<file path="src/rtl/core/arpt_pkg.sv">
package arpt_pkg;
    localparam logic [1:0] KIND_ARP_REQ = 2'd0;
    localparam logic [1:0] KIND_UNREACH = 2'd1;
    localparam logic [1:0] KIND_ACCEPT = 2'd2;
    localparam logic [1:0] KIND_DROP = 2'd3;
    localparam logic OP_ENQUEUE = 1'b0;
    localparam logic OP_TICK = 1'b1;
    localparam logic [3:0] MAX_TRIES_RESET = 4'd5;
endpackage

</file>
<file path="src/rtl/core/arp_pending_request_table.sv">
// Pending ARP resolution table. An enqueue request searches the entries one per cycle, then gives
// one result. A tick request walks the entries one per cycle while the output is not stalled;
// an entry that gives up emits one result per queued handle, and a surviving entry is copied down
// one handle per cycle when an earlier entry was removed. The handle store is a memory with one
// write and one registered read port, so the walk over handles sets the tick duration. The block
// takes no new request until the last result of the current one has been taken.
// max_tries may be written only while idle.
module arp_pending_request_table #(
    parameter int ENTRIES = 8,
    parameter int PACKETS_PER_ENTRY = 8
) (
    input  logic        aclk,
    input  logic        aresetn,
    input  logic        cfg_we,
    input  logic [3:0]  cfg_wdata,
    input  logic        s_valid,
    output logic        s_ready,
    input  logic        s_op,
    input  logic [31:0] s_target_ip,
    input  logic [3:0]  s_iface,
    input  logic [7:0]  s_pkt_handle,
    output logic        m_valid,
    input  logic        m_ready,
    output logic [1:0]  m_kind,
    output logic [31:0] m_out_ip,
    output logic [3:0]  m_out_iface,
    output logic [7:0]  m_out_handle,
    output logic        m_last
);
    import arpt_pkg::*;

    localparam int EW = (ENTRIES > 1) ? $clog2(ENTRIES) : 1;
    localparam int PW = (PACKETS_PER_ENTRY > 1) ? $clog2(PACKETS_PER_ENTRY) : 1;
    localparam int CW = $clog2(PACKETS_PER_ENTRY + 1);
    localparam int EC = $clog2(ENTRIES + 1);
    localparam int DEPTH = ENTRIES * PACKETS_PER_ENTRY;
    localparam int AW = EW + PW;

    localparam logic [2:0] ST_IDLE = 3'd0;
    localparam logic [2:0] ST_SRCH = 3'd1;
    localparam logic [2:0] ST_WALK = 3'd2;
    localparam logic [2:0] ST_DUMP = 3'd3;
    localparam logic [2:0] ST_COPY = 3'd4;
    localparam logic [2:0] ST_OUT = 3'd5;
    localparam logic [2:0] ST_TEND = 3'd6;

    logic [2:0] state_reg;
    logic [3:0] max_tries_reg;
    logic [ENTRIES-1:0] valid_reg;
    logic [31:0] ip_reg [ENTRIES];
    logic [3:0] port_reg [ENTRIES];
    logic [3:0] tries_reg [ENTRIES];
    logic [CW-1:0] cnt_reg [ENTRIES];
    logic [7:0] mem [DEPTH];
    logic [7:0] rd_reg;

    logic [31:0] ip_in_reg;
    logic [3:0] if_in_reg;
    logic [7:0] h_in_reg;
    logic [EC-1:0] i_reg, w_reg;
    logic [CW-1:0] p_reg;
    logic rd_pend_reg;
    // pending held result (tick): emitted when next result known or at end
    logic hold_v_reg;
    logic [1:0] hk_reg;
    logic [31:0] hip_reg;
    logic [3:0] hif_reg;
    logic [7:0] hh_reg;

    logic [EW-1:0] ie, we;
    assign ie = i_reg[EW-1:0];
    assign we = w_reg[EW-1:0];

    logic out_free;
    assign out_free = !m_valid || m_ready;
    assign s_ready = (state_reg == ST_IDLE) && out_free;

    logic [AW-1:0] rd_addr;
    logic rd_en;
    logic wr_en;
    logic [AW-1:0] wr_addr;
    logic [7:0] wr_data;

    function automatic logic [AW-1:0] addr(input logic [EW-1:0] e, input logic [CW-1:0] p);
        addr = AW'(e * PACKETS_PER_ENTRY) + AW'(p);
    endfunction

    always_ff @(posedge aclk) begin
        if (rd_en) rd_reg <= mem[rd_addr];
        if (wr_en) mem[wr_addr] <= wr_data;
    end

    logic at_end;
    assign at_end = (i_reg == EC'(ENTRIES)) || !valid_reg[ie];

    always_comb begin
        rd_en = 1'b0;
        rd_addr = addr(ie, p_reg);
        wr_en = 1'b0;
        wr_addr = addr(we, p_reg - CW'(1));
        wr_data = rd_reg;
        if (state_reg == ST_DUMP || state_reg == ST_COPY) begin
            rd_en = (p_reg < cnt_reg[ie]) && (state_reg == ST_COPY || out_free || !hold_v_reg
                     || !rd_pend_reg);
            wr_en = (state_reg == ST_COPY) && rd_pend_reg;
        end
        if (state_reg == ST_SRCH) begin
            wr_data = h_in_reg;
            if (at_end) begin
                wr_en = (i_reg != EC'(ENTRIES));
                wr_addr = addr(ie, '0);
            end else begin
                wr_en = (ip_reg[ie] == ip_in_reg) && (cnt_reg[ie] < CW'(PACKETS_PER_ENTRY));
                wr_addr = addr(ie, cnt_reg[ie]);
            end
        end
    end

    always_ff @(posedge aclk) begin
        if (!aresetn) begin
            state_reg <= ST_IDLE;
            max_tries_reg <= MAX_TRIES_RESET;
            valid_reg <= '0;
            m_valid <= 1'b0;
            hold_v_reg <= 1'b0;
            rd_pend_reg <= 1'b0;
            for (int k = 0; k < ENTRIES; k++) begin
                tries_reg[k] <= '0;
                cnt_reg[k] <= '0;
            end
        end else begin
            if (cfg_we) max_tries_reg <= cfg_wdata;
            if (m_valid && m_ready) m_valid <= 1'b0;
            unique case (state_reg)
                ST_IDLE: begin
                    if (s_valid && s_ready) begin
                        ip_in_reg <= s_target_ip;
                        if_in_reg <= s_iface;
                        h_in_reg <= s_pkt_handle;
                        i_reg <= '0;
                        w_reg <= '0;
                        state_reg <= (s_op == OP_TICK) ? ST_WALK : ST_SRCH;
                    end
                end
                ST_SRCH: begin
                    if (at_end) begin
                        if (i_reg == EC'(ENTRIES)) begin
                            hk_reg <= KIND_DROP;
                            hif_reg <= if_in_reg;
                        end else begin
                            valid_reg[ie] <= 1'b1;
                            ip_reg[ie] <= ip_in_reg;
                            port_reg[ie] <= if_in_reg;
                            tries_reg[ie] <= '0;
                            cnt_reg[ie] <= CW'(1);
                            hk_reg <= KIND_ACCEPT;
                            hif_reg <= if_in_reg;
                        end
                        state_reg <= ST_OUT;
                    end else if (ip_reg[ie] == ip_in_reg) begin
                        hif_reg <= port_reg[ie];
                        if (cnt_reg[ie] >= CW'(PACKETS_PER_ENTRY)) begin
                            hk_reg <= KIND_DROP;
                        end else begin
                            cnt_reg[ie] <= cnt_reg[ie] + CW'(1);
                            hk_reg <= KIND_ACCEPT;
                        end
                        state_reg <= ST_OUT;
                    end else begin
                        i_reg <= i_reg + EC'(1);
                    end
                end
                ST_OUT: begin
                    if (out_free) begin
                        m_valid <= 1'b1;
                        m_kind <= hk_reg;
                        m_out_ip <= ip_in_reg;
                        m_out_iface <= hif_reg;
                        m_out_handle <= h_in_reg;
                        m_last <= 1'b1;
                        state_reg <= ST_IDLE;
                    end
                end
                ST_WALK: begin
                    if (at_end) begin
                        state_reg <= ST_TEND;
                    end else if (!hold_v_reg || out_free) begin
                        if (hold_v_reg) begin
                            m_valid <= 1'b1;
                            m_kind <= hk_reg;
                            m_out_ip <= hip_reg;
                            m_out_iface <= hif_reg;
                            m_out_handle <= hh_reg;
                            m_last <= 1'b0;
                            hold_v_reg <= 1'b0;
                        end
                        p_reg <= '0;
                        rd_pend_reg <= 1'b0;
                        if (tries_reg[ie] < max_tries_reg) begin
                            hold_v_reg <= 1'b1;
                            hk_reg <= KIND_ARP_REQ;
                            hip_reg <= ip_reg[ie];
                            hif_reg <= port_reg[ie];
                            hh_reg <= '0;
                            valid_reg[we] <= 1'b1;
                            ip_reg[we] <= ip_reg[ie];
                            port_reg[we] <= port_reg[ie];
                            tries_reg[we] <= tries_reg[ie] + 4'd1;
                            cnt_reg[we] <= cnt_reg[ie];
                            if (w_reg != i_reg) begin
                                state_reg <= ST_COPY;
                            end else begin
                                i_reg <= i_reg + EC'(1);
                                w_reg <= w_reg + EC'(1);
                            end
                        end else begin
                            state_reg <= ST_DUMP;
                        end
                    end
                end
                ST_COPY: begin
                    if (rd_en) p_reg <= p_reg + CW'(1);
                    rd_pend_reg <= rd_en;
                    if (!rd_en && !rd_pend_reg) begin
                        i_reg <= i_reg + EC'(1);
                        w_reg <= w_reg + EC'(1);
                        state_reg <= ST_WALK;
                    end
                end
                ST_DUMP: begin
                    if (rd_pend_reg && (!hold_v_reg || out_free)) begin
                        if (hold_v_reg) begin
                            m_valid <= 1'b1;
                            m_kind <= hk_reg;
                            m_out_ip <= hip_reg;
                            m_out_iface <= hif_reg;
                            m_out_handle <= hh_reg;
                            m_last <= 1'b0;
                        end
                        hold_v_reg <= 1'b1;
                        hk_reg <= KIND_UNREACH;
                        hip_reg <= ip_reg[ie];
                        hif_reg <= port_reg[ie];
                        hh_reg <= rd_reg;
                    end
                    if (rd_en) p_reg <= p_reg + CW'(1);
                    if (rd_en || (rd_pend_reg && (!hold_v_reg || out_free)))
                        rd_pend_reg <= rd_en;
                    if (!rd_en && !rd_pend_reg) begin
                        i_reg <= i_reg + EC'(1);
                        state_reg <= ST_WALK;
                    end
                end
                ST_TEND: begin
                    for (int k = 0; k < ENTRIES; k++) begin
                        if (EC'(k) >= w_reg) begin
                            valid_reg[k] <= 1'b0;
                            tries_reg[k] <= '0;
                            cnt_reg[k] <= '0;
                        end
                    end
                    if (!hold_v_reg) begin
                        state_reg <= ST_IDLE;
                    end else if (out_free) begin
                        m_valid <= 1'b1;
                        m_kind <= hk_reg;
                        m_out_ip <= hip_reg;
                        m_out_iface <= hif_reg;
                        m_out_handle <= hh_reg;
                        m_last <= 1'b1;
                        hold_v_reg <= 1'b0;
                        state_reg <= ST_IDLE;
                    end
                end
                default: state_reg <= ST_IDLE;
            endcase
        end
    end

`ifndef SYNTHESIS
    a_ready_idle: assert property (@(posedge aclk) disable iff (!aresetn)
        s_ready |-> state_reg == ST_IDLE) else $error("ready outside idle");
    a_hold_stall: assert property (@(posedge aclk) disable iff (!aresetn)
        (m_valid && !m_ready) |=> m_valid && $stable(m_kind) && $stable(m_out_handle))
        else $error("result changed while stalled");
    a_enq_last: assert property (@(posedge aclk) disable iff (!aresetn)
        (m_valid && (m_kind == KIND_ACCEPT || m_kind == KIND_DROP)) |-> m_last)
        else $error("enqueue result without last");
    a_wr_order: assert property (@(posedge aclk) disable iff (!aresetn)
        (state_reg == ST_COPY) |-> w_reg < i_reg) else $error("copy without gap");
`endif
endmodule

</file>
<file path="config.mk">
export PLATFORM = sky130hd
export DESIGN_NAME = arp_pending_request_table
export DESIGN_NICKNAME = d
export VERILOG_FILES = /design/src/rtl/core/arpt_pkg.sv /design/src/rtl/core/arp_pending_request_table.sv
export SDC_FILE = /design/constraint.sdc
export NUM_CORES = 1
export LEC_CHECK = 0
export ABC_CLOCK_PERIOD_IN_PS = 7350
export BUFFER_PORTS_ARGS = -buffer_cell sky130_fd_sc_hd__buf_4
export CORE_MARGIN = 2
export CORE_UTILIZATION = 60
export CTS_CLUSTER_DIAMETER = 40
export DETAILED_ROUTE_END_ITERATION = 12
export PLACE_DENSITY = 0.77
export SLEW_MARGIN = 20
export SYNTH_ARGS = -nofsm -noshare
export SYNTH_HDL_FRONTEND = slang
export SYNTH_SLANG_ARGS = --single-unit
</file>
<file path="constraint.sdc">
create_clock -name aclk -period 7.35 [get_ports aclk]
set_input_delay 0.3675 -clock aclk [delete_from_list [all_inputs] [get_ports aclk]]
set_output_delay 0.3675 -clock aclk [all_outputs]
set_load 0.01 [all_outputs]
</file>
---- Yosys cells after proc, flatten, opt, wreduce, memory -nomap -nowiden ----
Memory sizes are Yosys's and may differ from the RTL's. A register that Yosys moved wholly into a read port is not among the register bits.
Cells that the tools add are included.
cells by class
  reduce and logical (&&, ||, !) cells .... 59
  bitwise gates (word level) .............. 19
  add/subtract/negate cells ............... 9
  eq/ne operators ......................... 38
  multiplexer cells ....................... 230
  $lt $le $gt $ge ......................... 16
operators by type and width
  kind                                                                  number
  32-bit two-way mux                                                    12
  4-bit two-way mux                                                     50
  8-bit two-way mux                                                     17
  32-bit one-hot mux with 4 select lines                                1
  1-bit two-way mux                                                     96
  32-bit one-hot mux with 2 select lines                                1
  7-bit AND reduction                                                   9
  3-bit two-way mux                                                     20
  2-bit inequality test, second input constant                          19
  32-bit == test                                                        1
  4-bit one-hot mux with 4 select lines                                 2
  8-bit one-hot mux with 4 select lines                                 1
  32-bit OR reduction                                                   1
  2-bit two-way mux                                                     13
  4-bit one-hot mux with 3 select lines                                 2
  8-bit one-hot mux with 3 select lines                                 1
  4-bit by 1-bit adder with 4-bit output, second input constant         5
  4-bit OR reduction                                                    5
  6-bit by 4-bit adder with 6-bit output                                3
  3-bit one-hot mux with 6 select lines                                 1
  1-bit bitwise OR                                                      17
  3-bit by 4-bit >= comparator with 1-bit output, first input constant  4
  8-bit bitwise OR                                                      2
  8-bit one-hot mux with 2 select lines                                 1
  39 further kinds                                                      87
word-level totals
  register bits ........................... 167
  logic and storage cells ................. 404
  RAM bits ................................ 864
  output and inout bits ................... 49
  memories ................................ 5
  input bits .............................. 54
memory list
  memory     words  bits a word  read ports  clocked after Yosys merged registers in  write ports  RTL line                         RTL
  mem        64     8            1           1                                        1            arp_pending_request_table.sv:54  logic [7:0] mem [DEPTH];
  ip_reg     8      32           1           1                                        1            arp_pending_request_table.sv:50  logic [31:0] ip_reg [ENTRIES];
  cnt_reg    8      4            1           1                                        8            arp_pending_request_table.sv:53  logic [CW-1:0] cnt_reg [ENTRIES];
  port_reg   8      4            1           1                                        1            arp_pending_request_table.sv:51  logic [3:0] port_reg [ENTRIES];
  tries_reg  8      4            1           1                                        8            arp_pending_request_table.sv:52  logic [3:0] tries_reg [ENTRIES];

---- Depth between registers and ports, before layout ----
  word-level depth ........................ 12
  gate-level depth with buffers ........... 17

---- Least setup slack after synthesis ----
OpenSTA, ideal clock, no wires.
  path kind ............................... reg2reg
  from .................................... reg with a tool-made name
  to ...................................... mem tries_reg[7][0], enable pin
  path buffers ............................ 6
  setup slack ............................. 1.259 ns
  arrival time ............................ 5.781 ns
  stages on the path, launching flop included .. 16
  data required time ...................... 7.040 ns
  period minus slack after synthesis ...... 6.091 ns
  path through ............................ dfxtp_1 > buf_2 > buf_2 > buf_2 > buf_4 > buf_2 > mux4_2 > mux2_2 > ha_1 > nor4b_1 > o2bb2ai_1 > and3_1 > clkbuf_1 > mux2_2 > nor2_1 > or3_1
RTL lines
  what              RTL line
  end: declaration  arp_pending_request_table.sv:52

==> summary.md <==
| Metric | Value |
|---|---|
| Largest net degree at the start of global routing | `70` |
| Antenna violations before repair | `0` |
| DR DRC count | `0` |
| Clock Skew | `32.85 ps` |
| Floorplan core area | `70270 sq um` |
| P per Cell Area | `377.9 nW/um^2` |
| CP Data Arrival Time | `roughly 6000 ps` |
| Fmax | `0.1762 GHz` |
| Synth async-reset ratio | `0` |
| Post-synth EDFFs | `roughly 1000` |
| Finish-stage setup viols | `0` |
| CP max-delay cell | `dfxtp_4` |
| # diodes | `0` |
| Mean post-synth cell area | `16.72 sq um` |
| Vias in the first global route | `24670` |
| Synth warn | `0` |
| Synthesized instance count | `2556` |
| Worst Setup Slack, final | `1676 ps` |
| Area post-placement | `44580 sq um` |
| TritonRoute pass-1 iters | `6` |
| Relative slew slack | `0.2491` |
| Hold Crit Class | `input pin to register` |
| Clock Pin Slew Worst Setup and Hold Paths | `60 ps` |
| Minimum hold slack | `81.02 ps` |
| Io pins | `103` |
| GR Util All Layers | `0.2895` |
| Avg Vias per Cell | `6.500` |
| Share of the synthesized area in the top cell type | `0.7173` |
| Post-synth cell types | `63` |
| Leakage | `16.32 nW` |
| CP Capture Type | `register` |
| Slew Viols, Final | `0` |
| Die span in x | `270.9 microns` |
| Slew @ Worst Pin | `approximately 1100 ps` |
| # rows | `97` |
| TritonCTS Buffers | `118` |
| Clock Path Buffers | `3` |
| First-pass GRT wire length | `157600 microns` |
| CP delay by family, top | `simple AND/OR/NAND/NOR gates` |
| Most frequent cells after synthesis | `edfxtp_1, nand2_1, mux2i_1` |
| Layout net count | `2806` |
| Pre-CTS setup slack | `between 1500 and 2000 ps` |
| Sequential-to-total area share from yosys stat | `0.7271` |
| Tmin final | `~5700 ps` |
| Final Cycle Share | `0.7720` |
| Post-DRT Antenna Nets | `0` |
| Initial drt markers | `3679` |
| Worst skew pair latency | `690 ps` |
| Critical path, cell by cell | `mux4_2 -> mux2_2 -> ha_1 -> o21a_1 -> o21a_1 -> o2bb2ai_1 -> buf_4 -> nand3_2 -> nor3_1 -> a31oi_1 -> nor2_4 -> buf_4` |
| Die Y | `270.9 microns` |
| Critical path buffers and inverters | `2` |
| CTS HTree Levels | `3` |
| RSZ-0062 raised after global routing | `false` |
| Outcome | `finished, final reports clean` |
| Top_reg_cell synth | `edfxtp_1` |
| Gr ovfl total | `0` |
| Total of max-cap violations | `0` |
| DP Wirelength | `64210 microns` |
| Max reg flops | `512` |
| Mapped Area | `roughly 43000 sq um` |
| GPL Wtd Cong | `0.9178` |
| Worst Setup Path Type | `register to register` |
| CP max stage delay | `1020 ps` |
| Yosys reg bits | `1042` |
| Post-Route WL | `105700 microns` |
| Via count | `about 24000` |
| Fillers | `4276` |
| R2R setup slack | `1680 ps` |
| Req. time, crit path | `7690 ps` |
| Initial Util | `0.6082` |
| Placed cells | `3497` |
| Number of I/O port buffers | `102` |
| Peak VDD IR | `295.0 uV` |
| CTS tree | `done` |
| CP startpoint kind | `register` |
| Most instantiated library cell after synthesis | `edfxtp_1` |
| Syn Nets | `roughly 2600` |
| Top cells by area, synth | `edfxtp_1, mux4_2, mux2i_1, mux2_2, nand2_1` |
| Die area | `between 70000 and 80000 sq um` |
| Clock Root Buffer | `clkbuf_16` |
| Fin area | `48990 sq um` |
| Fin Setup TNS | `0 ps` |
| Clock sinks | `1042` |
| Layout cell share with drive strength beyond 1 | `0.2114` |
| Crit Path Max Fanout | `60` |
| Cell taking the most area after synthesis | `edfxtp_1` |
| Final hold viol count | `0` |
| Synth-to-layout area growth | `14.63%` |
| Layout Cells excl Fill | `around 3800` |
| WL per Instance | `~28 microns` |
==> final timing paths <==
path	endpoint	from	cells after the start
worst max-delay path	ip_reg[6][31]	register	12
worst min-delay path	valid_reg[2]	aresetn	3
worst max register to register	ip_reg[6][31]	register	12
worst min register to register	m_out_iface[1]	hif_reg[1]	0
==> layout make-up <==
cell class | count | area (sq um) | share of cell area
Clock buffer | 130 | 3029 | 0.06183
Clock inverter | 88 | 777.0 | 0.01586
Inverter | 30 | 112.6 | 0.002298
Multi-Input combinational cell | 1343 | 11190 | 0.2285
Sequential cell | 1042 | 31090 | 0.6346
Tap cell | 940 | 1176 | 0.02401
Timing Repair Buffer | 196 | 1614 | 0.03294
==> cells by family (layout without fill, tap and decap cells) <==
family,after synthesis,after routing,share of synthesized area
flops,1042,1042,0.7271
simple gates,557,557,0.05828
mux,402,402,0.1347
compound gates,314,314,0.04687
buf+inv,171,444,0.01677
xor+xnor,49,49,0.01004
fa+ha+maj,21,21,0.006147
==> placed cells by master (no fill, tap or decap), types with 12 or more instances in the layout <==
cell	n
nor2_1	162
o221ai_1	33
ha_1	20
clkinv_1	17
a211oi_1	17
clkinv_2	15
nand2b_1	12
nand2_1	185
mux4_2	129
and3_1	14
nor3_1	69
o22ai_1	44
inv_6	23
dfxtp_1	18
xnor2_1	37
edfxtp_1	1021
a21oi_1	83
clkinvlp_4	16
nand3_1	19
dlygate4sd3_1	54
mux2_2	81
a221oi_1	12
mux2i_1	184
o21ai_0	56
clkbuf_16	119
inv_1	28
nand4_1	12
nor2b_1	17
buf_4	140
==> worst register-to-register path, cell delays in order, from the launching register on <==
cell and delay [ps]:
dfxtp_4 1020, mux4_2 440, mux2_2 310, ha_1 280, o21a_1 190, o21a_1 160
o2bb2ai_1 230, buf_4 230, nand3_2 570, nor3_1 450, a31oi_1 270, nor2_4 700
buf_4 480
==> metrics by stage <==
| stage | power (mW) | utilization |
|---|---|---|
| after floorplan | 11.04 | - |
| after global placement | 12.74 | 0.6343 |
| after detailed placement | 12.81 | 0.6344 |
| after CTS | 18.46 | 0.6962 |
| after global routing | 19.11 | 0.6972 |
| final | 18.51 | 0.6972 |
==> metal layers <==
metal,vias to the layer above,track usage,share of wire
met4,0,0.1230,0.043
met3,283,0.04855,0.094
met1,12240,0.3861,0.37
met2,1519,0.4768,0.49
met5,-,0,0
li1,10460,-,-
==> what timing repair did <==
item                                   4_1_cts  5_1_grt
hold buffers                                54        0
buffers inserted                             0        0
resized for setup                            0        0
endpoints found under the hold margin       48        0
setup endpoints to repair                    0        0
==> power by group <==
part	internal [mW]	leakage [nW]	switching, mW
logic	1.65	5.02	3.25
registers	7.51	9.48	0.432
clock network	3.23	1.82	2.45
Power figures use the tool's default switching activity.
